### src/rtl/core/lfpd_pkg.sv
`timescale 1ns / 1ps
`default_nettype none

package lfpd_pkg;

    localparam int COUNT_WIDTH_DEF = 16;

    localparam int READING_W = 10;
    localparam int GAIN_W    = 8;
    localparam int OUT_W     = 12;
    localparam int ERR_W     = 3;
    localparam int DIFF_W    = 4;
    localparam int PROD_W    = 13;

    // magnitude of deriv_gain * error step, at most 1020
    localparam int NUM_W     = 10;
    localparam int DIV_STEPS = NUM_W;
    localparam int STEP_W    = $clog2(DIV_STEPS);

    localparam int PADDR_W   = 4;
    localparam int PDATA_W   = 32;

    typedef logic [1:0] reg_idx_t;
    localparam reg_idx_t REG_PROP_GAIN  = 2'd0;
    localparam reg_idx_t REG_DERIV_GAIN = 2'd1;
    localparam reg_idx_t REG_THRESHOLD  = 2'd2;
    localparam reg_idx_t REG_BASE_SPEED = 2'd3;

    localparam logic [READING_W-1:0] THRESHOLD_RESET = 10'd512;

    localparam logic signed [ERR_W-1:0] ERR_FAR_LEFT  = -3'sd2;
    localparam logic signed [ERR_W-1:0] ERR_LEFT      = -3'sd1;
    localparam logic signed [ERR_W-1:0] ERR_CENTRE    = 3'sd0;
    localparam logic signed [ERR_W-1:0] ERR_RIGHT     = 3'sd1;
    localparam logic signed [ERR_W-1:0] ERR_FAR_RIGHT = 3'sd2;

    typedef enum logic [1:0] {
        ST_IDLE,
        ST_PREP,
        ST_DIV,
        ST_FIN
    } lfpd_state_t;

    typedef struct packed {
        logic open;
        logic load;
        logic prep;
        logic step;
        logic finish;
    } lfpd_cmd_t;

    typedef struct packed {
        logic out_busy;
    } lfpd_status_t;

endpackage

`default_nettype wire

### src/rtl/core/lfpd_ctrl.sv
`timescale 1ns / 1ps
`default_nettype none

module lfpd_ctrl (
    input  wire                   clk,
    input  wire                   rst_n,
    input  wire                   in_valid,
    input  lfpd_pkg::lfpd_status_t status,
    output lfpd_pkg::lfpd_cmd_t    cmd
);
    import lfpd_pkg::*;

    lfpd_state_t        state_reg;
    lfpd_state_t        state_next;
    logic [STEP_W-1:0]  step_cnt_reg;
    logic [STEP_W-1:0]  step_cnt_next;
    logic               last_step;

    assign last_step = (step_cnt_reg == STEP_W'(DIV_STEPS - 1));

    always_ff @(posedge clk or negedge rst_n)
    begin
        if (!rst_n)
        begin
            state_reg    <= ST_IDLE;
            step_cnt_reg <= '0;
        end
        else
        begin
            state_reg    <= state_next;
            step_cnt_reg <= step_cnt_next;
        end
    end

    always_comb
    begin
        state_next    = state_reg;
        step_cnt_next = step_cnt_reg;
        unique case (state_reg)
            ST_IDLE:
            begin
                if (in_valid)
                begin
                    state_next = ST_PREP;
                end
            end
            ST_PREP:
            begin
                state_next    = ST_DIV;
                step_cnt_next = '0;
            end
            ST_DIV:
            begin
                if (last_step)
                begin
                    state_next = ST_FIN;
                end
                else
                begin
                    step_cnt_next = step_cnt_reg + 1'b1;
                end
            end
            ST_FIN:
            begin
                if (!status.out_busy)
                begin
                    state_next = ST_IDLE;
                end
            end
            default:
            begin
                state_next = ST_IDLE;
            end
        endcase
    end

    always_comb
    begin
        cmd = '0;
        unique case (state_reg)
            ST_IDLE:
            begin
                cmd.open = 1'b1;
                cmd.load = in_valid;
            end
            ST_PREP:
            begin
                cmd.prep = 1'b1;
            end
            ST_DIV:
            begin
                cmd.step = 1'b1;
            end
            ST_FIN:
            begin
                cmd.finish = !status.out_busy;
            end
            default:
            begin
                cmd = '0;
            end
        endcase
    end

endmodule

`default_nettype wire

### src/rtl/core/lfpd_datapath.sv
`timescale 1ns / 1ps
`default_nettype none

module lfpd_datapath #(
    parameter int COUNT_WIDTH = lfpd_pkg::COUNT_WIDTH_DEF
) (
    input  wire                                       clk,
    input  wire                                       rst_n,
    input  lfpd_pkg::lfpd_cmd_t                        cmd,
    output lfpd_pkg::lfpd_status_t                     status,
    input  wire [lfpd_pkg::GAIN_W-1:0]                 prop_gain,
    input  wire [lfpd_pkg::GAIN_W-1:0]                 deriv_gain,
    input  wire [lfpd_pkg::READING_W-1:0]              tape_threshold,
    input  wire [lfpd_pkg::GAIN_W-1:0]                 base_speed,
    input  wire [lfpd_pkg::READING_W-1:0]              left_reading,
    input  wire [lfpd_pkg::READING_W-1:0]              right_reading,
    input  wire                                       clear_history,
    input  wire                                       out_stall,
    output logic                                      out_valid,
    output logic signed [lfpd_pkg::OUT_W-1:0]          left_drive,
    output logic signed [lfpd_pkg::OUT_W-1:0]          right_drive,
    output logic signed [lfpd_pkg::OUT_W-1:0]          correction
);
    import lfpd_pkg::*;

    localparam int DEN_W = COUNT_WIDTH + 1;

    // captured transaction
    logic [READING_W-1:0]        left_reg;
    logic [READING_W-1:0]        right_reg;
    logic                        clear_reg;

    // error history
    logic signed [ERR_W-1:0]     last_error_reg;
    logic signed [ERR_W-1:0]     saved_error_reg;
    logic [COUNT_WIDTH-1:0]      run_ticks_reg;
    logic [COUNT_WIDTH-1:0]      prior_ticks_reg;

    // divider
    logic [DEN_W-1:0]            den_reg;
    logic [DEN_W-1:0]            rem_reg;
    logic [NUM_W-1:0]            dvd_reg;
    logic                        neg_reg;
    logic signed [OUT_W-1:0]     pterm_reg;

    logic                        out_valid_reg;
    logic signed [OUT_W-1:0]     left_drive_reg;
    logic signed [OUT_W-1:0]     right_drive_reg;
    logic signed [OUT_W-1:0]     correction_reg;

    logic signed [ERR_W-1:0]     last_eff;
    logic signed [ERR_W-1:0]     saved_eff;
    logic                        on_left;
    logic                        on_right;
    logic signed [ERR_W-1:0]     err;
    logic                        changed;
    logic signed [ERR_W-1:0]     saved_mid;
    logic [COUNT_WIDTH-1:0]      prior_mid;
    logic [COUNT_WIDTH-1:0]      run_mid;
    logic [COUNT_WIDTH-1:0]      run_next;
    logic [DEN_W-1:0]            den_sum;
    logic [DEN_W-1:0]            den_eff;
    logic signed [DIFF_W-1:0]    diff;
    logic signed [PROD_W-1:0]    dprod;
    logic signed [PROD_W-1:0]    dprod_abs;
    logic signed [OUT_W-1:0]     pprod;

    logic [DEN_W:0]              rem_shift;
    logic [DEN_W:0]              rem_diff;
    logic                        rem_ge;

    logic signed [OUT_W-1:0]     quot_ext;
    logic signed [OUT_W-1:0]     dterm;
    logic signed [OUT_W-1:0]     corr;
    logic signed [OUT_W-1:0]     base_ext;

    assign last_eff  = clear_reg ? ERR_CENTRE : last_error_reg;
    assign saved_eff = clear_reg ? ERR_CENTRE : saved_error_reg;
    assign on_left   = left_reg > tape_threshold;
    assign on_right  = right_reg > tape_threshold;

    always_comb
    begin
        if (on_left && on_right)
        begin
            err = ERR_CENTRE;
        end
        else if (on_left)
        begin
            err = ERR_LEFT;
        end
        else if (on_right)
        begin
            err = ERR_RIGHT;
        end
        else if (last_eff < ERR_CENTRE)
        begin
            err = ERR_FAR_LEFT;
        end
        else
        begin
            err = ERR_FAR_RIGHT;
        end
    end

    assign changed   = (err != last_eff);
    assign saved_mid = changed ? last_eff : saved_eff;
    assign prior_mid = changed ? run_ticks_reg : prior_ticks_reg;
    assign run_mid   = changed ? COUNT_WIDTH'(1) : run_ticks_reg;
    assign run_next  = (run_mid != {COUNT_WIDTH{1'b1}}) ? run_mid + COUNT_WIDTH'(1) : run_mid;
    assign den_sum   = {1'b0, prior_mid} + {1'b0, run_mid};
    assign den_eff   = (den_sum == '0) ? DEN_W'(1) : den_sum;

    assign diff  = {err[ERR_W-1], err} - {saved_mid[ERR_W-1], saved_mid};
    assign dprod = $signed({5'b0, deriv_gain})
                 * $signed({{(PROD_W-DIFF_W){diff[DIFF_W-1]}}, diff});
    assign dprod_abs = dprod[PROD_W-1] ? -dprod : dprod;
    assign pprod = $signed({4'b0, prop_gain})
                 * $signed({{(OUT_W-ERR_W){err[ERR_W-1]}}, err});

    // restoring division, one quotient bit per cycle
    assign rem_shift = {rem_reg, dvd_reg[NUM_W-1]};
    assign rem_diff  = rem_shift - {1'b0, den_reg};
    assign rem_ge    = (rem_shift >= {1'b0, den_reg});

    assign quot_ext = $signed({{(OUT_W-NUM_W){1'b0}}, dvd_reg});
    assign dterm    = neg_reg ? -quot_ext : quot_ext;
    assign corr     = pterm_reg + dterm;
    assign base_ext = $signed({4'b0, base_speed});

    always_ff @(posedge clk or negedge rst_n)
    begin
        if (!rst_n)
        begin
            last_error_reg  <= ERR_CENTRE;
            saved_error_reg <= ERR_CENTRE;
            run_ticks_reg   <= '0;
            prior_ticks_reg <= '0;
            out_valid_reg   <= 1'b0;
        end
        else
        begin
            if (cmd.prep)
            begin
                last_error_reg  <= err;
                saved_error_reg <= saved_mid;
                run_ticks_reg   <= run_next;
                prior_ticks_reg <= prior_mid;
            end
            if (cmd.finish)
            begin
                out_valid_reg <= 1'b1;
            end
            else if (out_valid_reg && !out_stall)
            begin
                out_valid_reg <= 1'b0;
            end
        end
    end

    always_ff @(posedge clk)
    begin
        if (cmd.load)
        begin
            left_reg  <= left_reading;
            right_reg <= right_reading;
            clear_reg <= clear_history;
        end
        if (cmd.prep)
        begin
            den_reg   <= den_eff;
            rem_reg   <= '0;
            dvd_reg   <= dprod_abs[NUM_W-1:0];
            neg_reg   <= dprod[PROD_W-1];
            pterm_reg <= pprod;
        end
        if (cmd.step)
        begin
            rem_reg <= rem_ge ? rem_diff[DEN_W-1:0] : rem_shift[DEN_W-1:0];
            dvd_reg <= {dvd_reg[NUM_W-2:0], rem_ge};
        end
        if (cmd.finish)
        begin
            correction_reg  <= corr;
            left_drive_reg  <= corr - base_ext;
            right_drive_reg <= corr + base_ext;
        end
    end

    assign status.out_busy = out_valid_reg && out_stall;
    assign out_valid       = out_valid_reg;
    assign left_drive      = left_drive_reg;
    assign right_drive     = right_drive_reg;
    assign correction      = correction_reg;

endmodule

`default_nettype wire

### src/rtl/core/line_follow_pd_controller.sv
// channel    direction   handshake           payload
// input      in          in_valid/in_stall   left_reading, right_reading, clear_history
// output     out         out_valid/out_stall left_drive, right_drive, correction
// config     in          apb write/read      prop_gain, deriv_gain, tape_threshold, base_speed
//
// a transaction passes through capture, error and history update, the
// bit-serial divider for the derivative term, and result load
// rst_n clears the error history, run counters, config registers (threshold to 512) and output valid
// a finished result waits in the output register while the next transaction
// is taken; the result load waits only if that register is still stalled
`timescale 1ns / 1ps
`default_nettype none

module line_follow_pd_controller #(
    parameter int COUNT_WIDTH = lfpd_pkg::COUNT_WIDTH_DEF
) (
    input  wire                                       clk,
    input  wire                                       rst_n,
    input  wire                                       psel,
    input  wire                                       penable,
    input  wire                                       pwrite,
    input  wire [lfpd_pkg::PADDR_W-1:0]                paddr,
    input  wire [lfpd_pkg::PDATA_W-1:0]                pwdata,
    output logic [lfpd_pkg::PDATA_W-1:0]               prdata,
    output logic                                      pready,
    input  wire                                       in_valid,
    output logic                                      in_stall,
    input  wire [lfpd_pkg::READING_W-1:0]              left_reading,
    input  wire [lfpd_pkg::READING_W-1:0]              right_reading,
    input  wire                                       clear_history,
    output logic                                      out_valid,
    input  wire                                       out_stall,
    output logic signed [lfpd_pkg::OUT_W-1:0]          left_drive,
    output logic signed [lfpd_pkg::OUT_W-1:0]          right_drive,
    output logic signed [lfpd_pkg::OUT_W-1:0]          correction
);
    import lfpd_pkg::*;

    logic [GAIN_W-1:0]     prop_gain_reg;
    logic [GAIN_W-1:0]     deriv_gain_reg;
    logic [READING_W-1:0]  threshold_reg;
    logic [GAIN_W-1:0]     base_speed_reg;
    logic                  cfg_write;
    reg_idx_t              cfg_idx;
    lfpd_cmd_t             cmd;
    lfpd_status_t          status;

    assign pready    = 1'b1;
    assign cfg_idx   = paddr[3:2];
    assign cfg_write = psel && penable && pwrite;

    always_ff @(posedge clk or negedge rst_n)
    begin
        if (!rst_n)
        begin
            prop_gain_reg  <= '0;
            deriv_gain_reg <= '0;
            threshold_reg  <= THRESHOLD_RESET;
            base_speed_reg <= '0;
        end
        else if (cfg_write)
        begin
            unique case (cfg_idx)
                REG_PROP_GAIN:  prop_gain_reg  <= pwdata[GAIN_W-1:0];
                REG_DERIV_GAIN: deriv_gain_reg <= pwdata[GAIN_W-1:0];
                REG_THRESHOLD:  threshold_reg  <= pwdata[READING_W-1:0];
                REG_BASE_SPEED: base_speed_reg <= pwdata[GAIN_W-1:0];
                default:        prop_gain_reg  <= prop_gain_reg;
            endcase
        end
    end

    always_comb
    begin
        unique case (cfg_idx)
            REG_PROP_GAIN:  prdata = PDATA_W'(prop_gain_reg);
            REG_DERIV_GAIN: prdata = PDATA_W'(deriv_gain_reg);
            REG_THRESHOLD:  prdata = PDATA_W'(threshold_reg);
            REG_BASE_SPEED: prdata = PDATA_W'(base_speed_reg);
            default:        prdata = '0;
        endcase
    end

    assign in_stall = !cmd.open;

    lfpd_ctrl u_ctrl (
        .clk      (clk),
        .rst_n    (rst_n),
        .in_valid (in_valid),
        .status   (status),
        .cmd      (cmd)
    );

    lfpd_datapath #(
        .COUNT_WIDTH (COUNT_WIDTH)
    ) u_datapath (
        .clk            (clk),
        .rst_n          (rst_n),
        .cmd            (cmd),
        .status         (status),
        .prop_gain      (prop_gain_reg),
        .deriv_gain     (deriv_gain_reg),
        .tape_threshold (threshold_reg),
        .base_speed     (base_speed_reg),
        .left_reading   (left_reading),
        .right_reading  (right_reading),
        .clear_history  (clear_history),
        .out_stall      (out_stall),
        .out_valid      (out_valid),
        .left_drive     (left_drive),
        .right_drive    (right_drive),
        .correction     (correction)
    );

endmodule

`default_nettype wire
### config.mk
export PLATFORM = sky130hd
export DESIGN_NAME = line_follow_pd_controller
export DESIGN_NICKNAME = d
export VERILOG_FILES = /design/src/rtl/core/lfpd_pkg.sv /design/src/rtl/core/lfpd_ctrl.sv /design/src/rtl/core/lfpd_datapath.sv /design/src/rtl/core/line_follow_pd_controller.sv
export SDC_FILE = /design/constraint.sdc
export NUM_CORES = 1
export LEC_CHECK = 0
export BUFFER_PORTS_ARGS = -buffer_cell sky130_fd_sc_hd__buf_2
export CORE_ASPECT_RATIO = 1.2
export CORE_MARGIN = 8
export CORE_UTILIZATION = 40
export CTS_CLUSTER_DIAMETER = 30
export CTS_CLUSTER_SIZE = 14
export DETAILED_ROUTE_END_ITERATION = 6
export PLACE_DENSITY = 0.65
export RECOVER_POWER = 50
export SLEW_MARGIN = 20
export SYNTH_ARGS = -nofsm -noshare
export SYNTH_HDL_FRONTEND = slang
export SYNTH_SLANG_ARGS = --single-unit
export TNS_END_PERCENT = 100
### constraint.sdc
create_clock -name clk -period 11.5 [get_ports clk]
set_clock_uncertainty 0.15 [all_clocks]
set_input_delay 0 -clock clk [delete_from_list [all_inputs] [get_ports clk]]
set_output_delay 0 -clock clk [all_outputs]
set_load 0.01 [all_outputs]
==> reports/qor.yml, run 1 <==
run_status:
  status: "finished with violations"
  violations: "max-capacitance violations, max-slew violations"
finish:
  fillers: 3192
  register_area_um2: 5370
  multi_input_area_um2: 7510
  fin_nets: 1678
  fin_util: 0.452
  diodes: 0
  drive_above_1_share: 0.101
  stdcell_area_um2: 15300
  syn_to_final_growth_pct: 12.3
global_route:
  gr-usage-all-layers: 0.145
  antenna_found_initial: 0
  grt_pass1_vias: 10100
  grt_overflow: 0
  grt_max_degree: 69
  grt_pass1_wl_um: 48200
run:
  drv_cap: 3
synthesis:
  synthDominantCellAreaShare: 0.249
  synth_edf_count: 113
  synthDistinctLibCells: 76
  netlist_instances: 1339
  synth_seq_area_share: 0.395
  async_flop_share: 0.411
  ys_warn_count: 0
  synthFlopType: "edfxtp_1"
  netlist_area_um2: 13600
  yosysTopAreaCell: "edfxtp_1"
  synth-seq-cells: 192
  synthTopCellsByArea: "edfxtp_1 25%, dfrtp_1 14%, ha_1 13%"
  postSynthAreaPerCell_um2: 10.2
worst_setup_path:
  cpMaxStageDelayCell: "xor2_1"
  cp_data_arrival_time_ns: 9.90
  worstPathRequired_ns: 11.55
  slowest_delay_ns: 0.60
  crit_path_end_kind: "register"
  critPathLaunchType: "register"
  crit_fanout: 68
  crit_type: "reg -> reg"
routing:
  vias: 9742
  dr.pass1.iters: 4
  drt_iter0_markers: 470
  drtAntennaViolNets: 0
  drc_errors: 0
  wirelength_um: 28300
  wl_per_cell_um: 14.7
  vias_per_cell: 5.08
die:
  die_area_um2: 40200
  chipWidth_um: 184
  initial_core_util: 0.402
  core-area_um2: 33800
  pin_count: 135
  placementRows: 74
  die_h_um: 218
timing:
  fmax_ghz: 0.101
  hold_viol_final: 0
  worstMarginPinSlew_ns: 3.18
  rsz0062_at_grt: "false"
  maxSlewHeadroom: -1.12
  hold_ws_ns: 0.0653
  final.min_clock_period_ns: 9.85
  slew_viol_final: 130
  finalCritPeriodShare: 0.857
  fin_setup_tns_ns: 0
  setup-violations-final: 0
clock_tree:
  clk_latency_ns: 0.44
  cts_max_level: 4
  cts_buffer_depth: 2
  numCtsBuffers: 17
  cts_root_buffer: "clkbuf_16"
  clock-sinks: 192
  clk_pin_slew_ns: 0.08
  cts_tree: "done"
place:
  detailed_place_hpwl_um: 21400
  io_buffers: 87
  gp_congestion: 0.808
  dpl_cell_area_um2: 14400
hold_path:
  min_path_type: "in -> reg"
per-stage QoR:
stage,worst slack [ns],cells
global route,0.822,1918
finish,1.65,1918
detailed placement,1.66,1851
CTS,1.65,1918
floorplan,3.03,1360
global placement,1.89,1851
cells in the final DEF, fill, tap and decap left out, types with 31 or more instances in the layout:
cell type	Yosys	routed
a21oi_1	72	72
buf_2	6	37
clkbuf_1	21	55
dfrtp_1	78	78
dlygate4sd3_1	0	34
edfxtp_1	113	113
ha_1	138	138
inv_1	132	132
mux2_2	43	43
nand2_1	95	95
nor2_1	85	85
nor2b_1	31	31
o21ai_0	82	82
xnor2_1	57	57
worst max-delay path, delay by kind of cell (launching register included):
kind,cells,cell delay [ns]
mux,2,0.52
xor+xnor,3,1.24
simple gates,6,1.02
fa+ha+maj,8,3.09
compound gates,11,2.06
buf+inv,5,1.01
flops,1,0.52
cells by family after synthesis:
kind of cell / after synthesis / synth area share
muxes: 74 / 0.0658
other: 2 / 0.000552
and+or+nand+nor: 374 / 0.139
xor gates and xnor gates: 78 / 0.0502
buffers and inverters: 189 / 0.0604
DFF: 192 / 0.395
adders and majority gates: 165 / 0.167
AOI/OAI and AO/OA: 265 / 0.123
routing by layer:
layer / up-vias / track usage / part of all wire
met1: 4700 / 0.172 / 0.45
li1: 4887 / - / -
met2: 129 / 0.264 / 0.51
met3: 26 / 0.0213 / 0.029
met4: 0 / 0.0474 / 0.014
met5: - / 0 / 0
cells in the mapped netlist (5+ instances only):
cell and number:
a211oi_1 8, a21o_1 14, a21oi_1 72, a31o_2 5
a31oi_1 6, and2_1 25, and3_1 7, buf_2 6
buf_4 26, clkbuf_1 21, dfrtp_1 78, edfxtp_1 113
fa_1 27, ha_1 138, inv_1 132, mux2_2 43
mux2i_1 23, mux4_2 8, nand2_1 95, nand2b_1 25
nand3_1 28, nand3b_1 6, nand4_1 9, nor2_1 85
nor2b_1 31, nor3_1 26, nor3b_1 6, o211ai_1 7
o21a_1 11, o21ai_0 82, o21bai_1 11, o22ai_1 6
or3_1 8, or4_1 6, xnor2_1 57, xor2_1 21
path summary, 6_finish.rpt:
path | startpoint | to | cells past startpoint | slack [ns]
hold / removal | penable | threshold_reg[9] | 6 | 0.07
setup reg to reg | threshold_reg[9] | u_datapath.dvd_reg[8] | 35 | 1.65
max in group asynchronous | rst_n | u_datapath.prior_ticks_reg[8] | 3 | 8.24
setup / recovery | threshold_reg[9] | u_datapath.dvd_reg[8] | 35 | 1.65
hold reg to reg | u_datapath.saved_error_reg[2] | u_datapath.saved_error_reg[2] | 2 | 0.34
min in group asynchronous | rst_n | threshold_reg[2] | 3 | 0.37
final cells by class:
type / count / area share
Clock inverter: 13 / 0.00975
Clock buffer: 19 / 0.0283
Multi-Input combinational cell: 979 / 0.492
Inverter: 132 / 0.0324
Timing Repair Buffer: 127 / 0.0489
Tap cell: 456 / 0.0373
Sequential cell: 192 / 0.352
what timing repair did:
item / 4_1_cts / 5_1_grt
endpoints found under the hold margin: 171 / 0
buffers inserted: 0 / 0
hold buffers: 35 / 0
gates resized for setup: 0 / 0
setup endpoints to repair: 0 / 0
Power of run 1 is left out: the tool's default activity adds up to more than one toggle a clock period on the data nets, which glitch-free logic cannot reach.
==> run 2, diff against run 1 <==
--- a/config.mk
+++ b/config.mk
@@ -17,5 +17,6 @@
 export SLEW_MARGIN = 20
 export SYNTH_ARGS = -nofsm -noshare
 export SYNTH_HDL_FRONTEND = slang
+export SYNTH_HIERARCHICAL = 1
 export SYNTH_SLANG_ARGS = --single-unit
 export TNS_END_PERCENT = 100
==> run 2 against run 1 <==
  * The run still ends with max-capacitance violations, max-slew violations left
  * Via count grew 1.4%
  * Sequential share of layout area shrank 0.44 points
  * Register-to-register slack gained 0.27 ns
  * Final cell count grew 1.1%
  * Utilization grew 0.45 points
  * Maximum frequency grew 2.8%
  * Critical path depth shrank 1
  * Design area grew 1.3%
  * Critical path type unchanged
  * Largest cell class unchanged
==> reports/qor.yml, run 2 <==
synthesis:
  async_flop_share: 0.411  # unchanged
  synth_most_common_cell: "ha_1"
  synth_seq_area_share: 0.392  # -0.00317
  synthDominantCellAreaShare: 0.247  # -0.00200
  synth-seq-cells: 192  # unchanged
  synthDistinctLibCells: 82  # +7.9%
  netlist_instances: 1347  # +0.60%
  synthTopCellsByArea: "edfxtp_1 25%, dfrtp_1 14%, ha_1 12%"
  netlist_area_um2: 13700  # +0.81%
  synth_edf_count: 113  # unchanged
  ys_warn_count: 6  # +6
  postSynthAreaPerCell_um2: 10.2  # +0.21%
  synthFlopType: "edfxtp_1"
  synthTopCellsByCount: "136 x ha_1, 124 x inv_1, 120 x nand2_1"
  yosysTopAreaCell: "edfxtp_1"
finish:
  stdcell_area_um2: 15500  # +1.3%
  syn_to_final_growth_pct: 12.8
  drive_above_1_share: 0.100  # about the same
  fin_nets: 1697  # +1.1%
  mostFrequentLayoutCells: "136 x ha_1, 124 x inv_1, 120 x nand2_1"
  fin_util: 0.457  # +0.00445
  fillers: 3207  # +0.47%
  final_common_cell: "ha_1"
clock_tree:
  clk_pin_slew_ns: 0.08  # about the same
  cts_tree: "done"
  clk_latency_ns: 0.45  # about the same
  cts_max_level: 4  # unchanged
  numCtsBuffers: 17  # unchanged
  cts_root_buffer: "clkbuf_16"
  clock-sinks: 192  # unchanged
  cts_buffer_depth: 2  # unchanged
  post_cts.repair.setup_buffers: 0  # unchanged
die:
  pin_count: 135  # unchanged
  initial_core_util: 0.405  # +0.00215
  core-area_um2: 33900  # +0.27%
  chipWidth_um: 185  # +0.37%
  placementRows: 74  # unchanged
  die_area_um2: 40500  # +0.74%
  die_h_um: 219  # +0.37%
hold_path:
  holdCritStartpoint: "left_reading[7]"
  min_path_type: "in -> reg"
worst_setup_path:
  critPathLaunchType: "register"
  startpoint: "threshold_reg[9]"
  r2r_cells: 34  # -2.9%
  cp_num_cells: 34  # -2.9%
  worstPathRequired_ns: 11.51  # -0.04 ns
  rrSetupSlack_ns: 1.91  # +0.27 ns
  cpMaxStageDelayCell: "nor3_1"
  crit_path_end_kind: "register"
  crit_family: "adder cells"
  reg2reg_from: "threshold_reg[9]"
  regToRegEndpoint: "u_datapath/dvd_reg[1]"
  endpoint: "u_datapath/dvd_reg[1]"
  path_buf_inv: 4  # -1
  cp_data_arrival_time_ns: 9.60  # -0.30 ns
  slowest_delay_ns: 0.80  # +0.20 ns
  crit_type: "reg -> reg"
  crit_fanout: 23  # -66%
run_status:
  status: "finished with violations"
  violations: "max-capacitance violations, max-slew violations"
timing:
  setup-violations-final: 0  # unchanged
  fmax_ghz: 0.104  # +2.8%
  slew_viol_final: 167  # +28%
  finalCritPeriodShare: 0.833  # -0.0233
  rsz0062_at_grt: "false"
  maxSlewHeadroom: -1.59  # -0.470
  final.min_clock_period_ns: 9.59  # -0.268 ns
  fin_setup_tns_ns: 0  # unchanged
  hold_viol_final: 0  # unchanged
  worstMarginPinSlew_ns: 3.88  # +0.706 ns
  hold_ws_ns: 0.101  # +0.0361 ns
global_route:
  antenna_found_initial: 1  # +1
  grt_pass1_vias: 9817  # -3.2%
  grt_pass1_wl_um: 46900  # -2.8%
  gr-usage-all-layers: 0.142  # -0.00298
  grt_max_degree: 73  # +5.8%
  grt_overflow: 0  # unchanged
routing:
  drt_iter0_markers: 554  # +18%
  wirelength_um: 28600  # +1.2%
  drtAntennaViolNets: 0  # unchanged
  vias_per_cell: 5.09  # +0.23%
  drc_errors: 0  # unchanged
  wl_per_cell_um: 14.8  # about the same
  dr.pass1.iters: 5  # +1
  vias: 9876  # +1.4%
place:
  gp_congestion: 0.819  # +1.4%
  io_buffers: 87  # unchanged
  detailed_place_hpwl_um: 21400  # +0.17%
  dpl_cell_area_um2: 14600  # +1.1%
run:
  drv_cap: 3  # unchanged
run 2: repair_timing:
action | 4_1_cts | 5_1_grt
resized for setup | 0 | 0
hold buffers | 41 | 0
hold endpoints to repair | 136 | 0
run 2: area by class of cell:
class | instances | area [um2] | share of cell area
Clock buffer | 21 | 482 | 0.0311
Multi-Input combinational cell | 995 | 7600 | 0.491
Antenna cell | 1 | 2.50 | 0.000162
Inverter | 124 | 465 | 0.0301
Tap cell | 456 | 571 | 0.0369
Clock inverter | 11 | 118 | 0.00760
Timing Repair Buffer | 140 | 858 | 0.0555
Sequential cell | 192 | 5370 | 0.347
run 2: worst register-to-register path, delay by kind of cell (launching register included):
family                   cells  cell delay [ns]
multiplexers                 1             0.27
buffers and inverters        4             0.61
adder cells (fa/ha/maj)      8             3.15
AO/OA/AOI/OAI               11             1.57
AND/OR/NAND/NOR              9             2.52
flip-flops                   1             0.57
XOR/XNOR                     1             0.46
run 2: stage by stage:
stage                     std cells  setup slack, ns
after detailed placement       1866             1.92
after global placement         1866             2.10
after CTS                      1939             1.93
after global routing           1939             1.17
after floorplan                1368             2.76
final                          1940             1.91
run 2: metal layers:
| layer | global-route usage | vias to the layer above | part of all wire |
|---|---|---|---|
| met1 | 0.167 | 4719 | 0.43 |
| met5 | 0 | - | 0 |
| li1 | - | 4962 | - |
| met2 | 0.257 | 160 | 0.52 |
| met4 | 0.0457 | 0 | 0.019 |
| met3 | 0.0265 | 35 | 0.032 |
run 2: cell families after synthesis:
group | count (synthesis) | share of synthesized area
compound gates | 239 | 0.116
xor+xnor | 72 | 0.0460
fa+ha+maj | 163 | 0.164
buf+inv | 181 | 0.0569
flops | 192 | 0.392
mux | 85 | 0.0766
other cells | 2 | 0.000548
simple gates | 413 | 0.149
run 2: worst min-delay path by stage:
stage	to	slack, ns	cells past startpoint
4_1_cts	threshold_reg[0]	0.03	5
6_report	u_datapath/left_reg[7]	0.10	2
3_3_place_gp	u_datapath/prior_ticks_reg[4]	-0.33	1
5_1_grt	u_datapath/left_reg[7]	0.07	2
2_1_floorplan	base_speed_reg[0]	-0.45	0
3_5_place_dp	u_datapath/prior_ticks_reg[4]	-0.33	1
Power of run 2 is left out for the same reason.
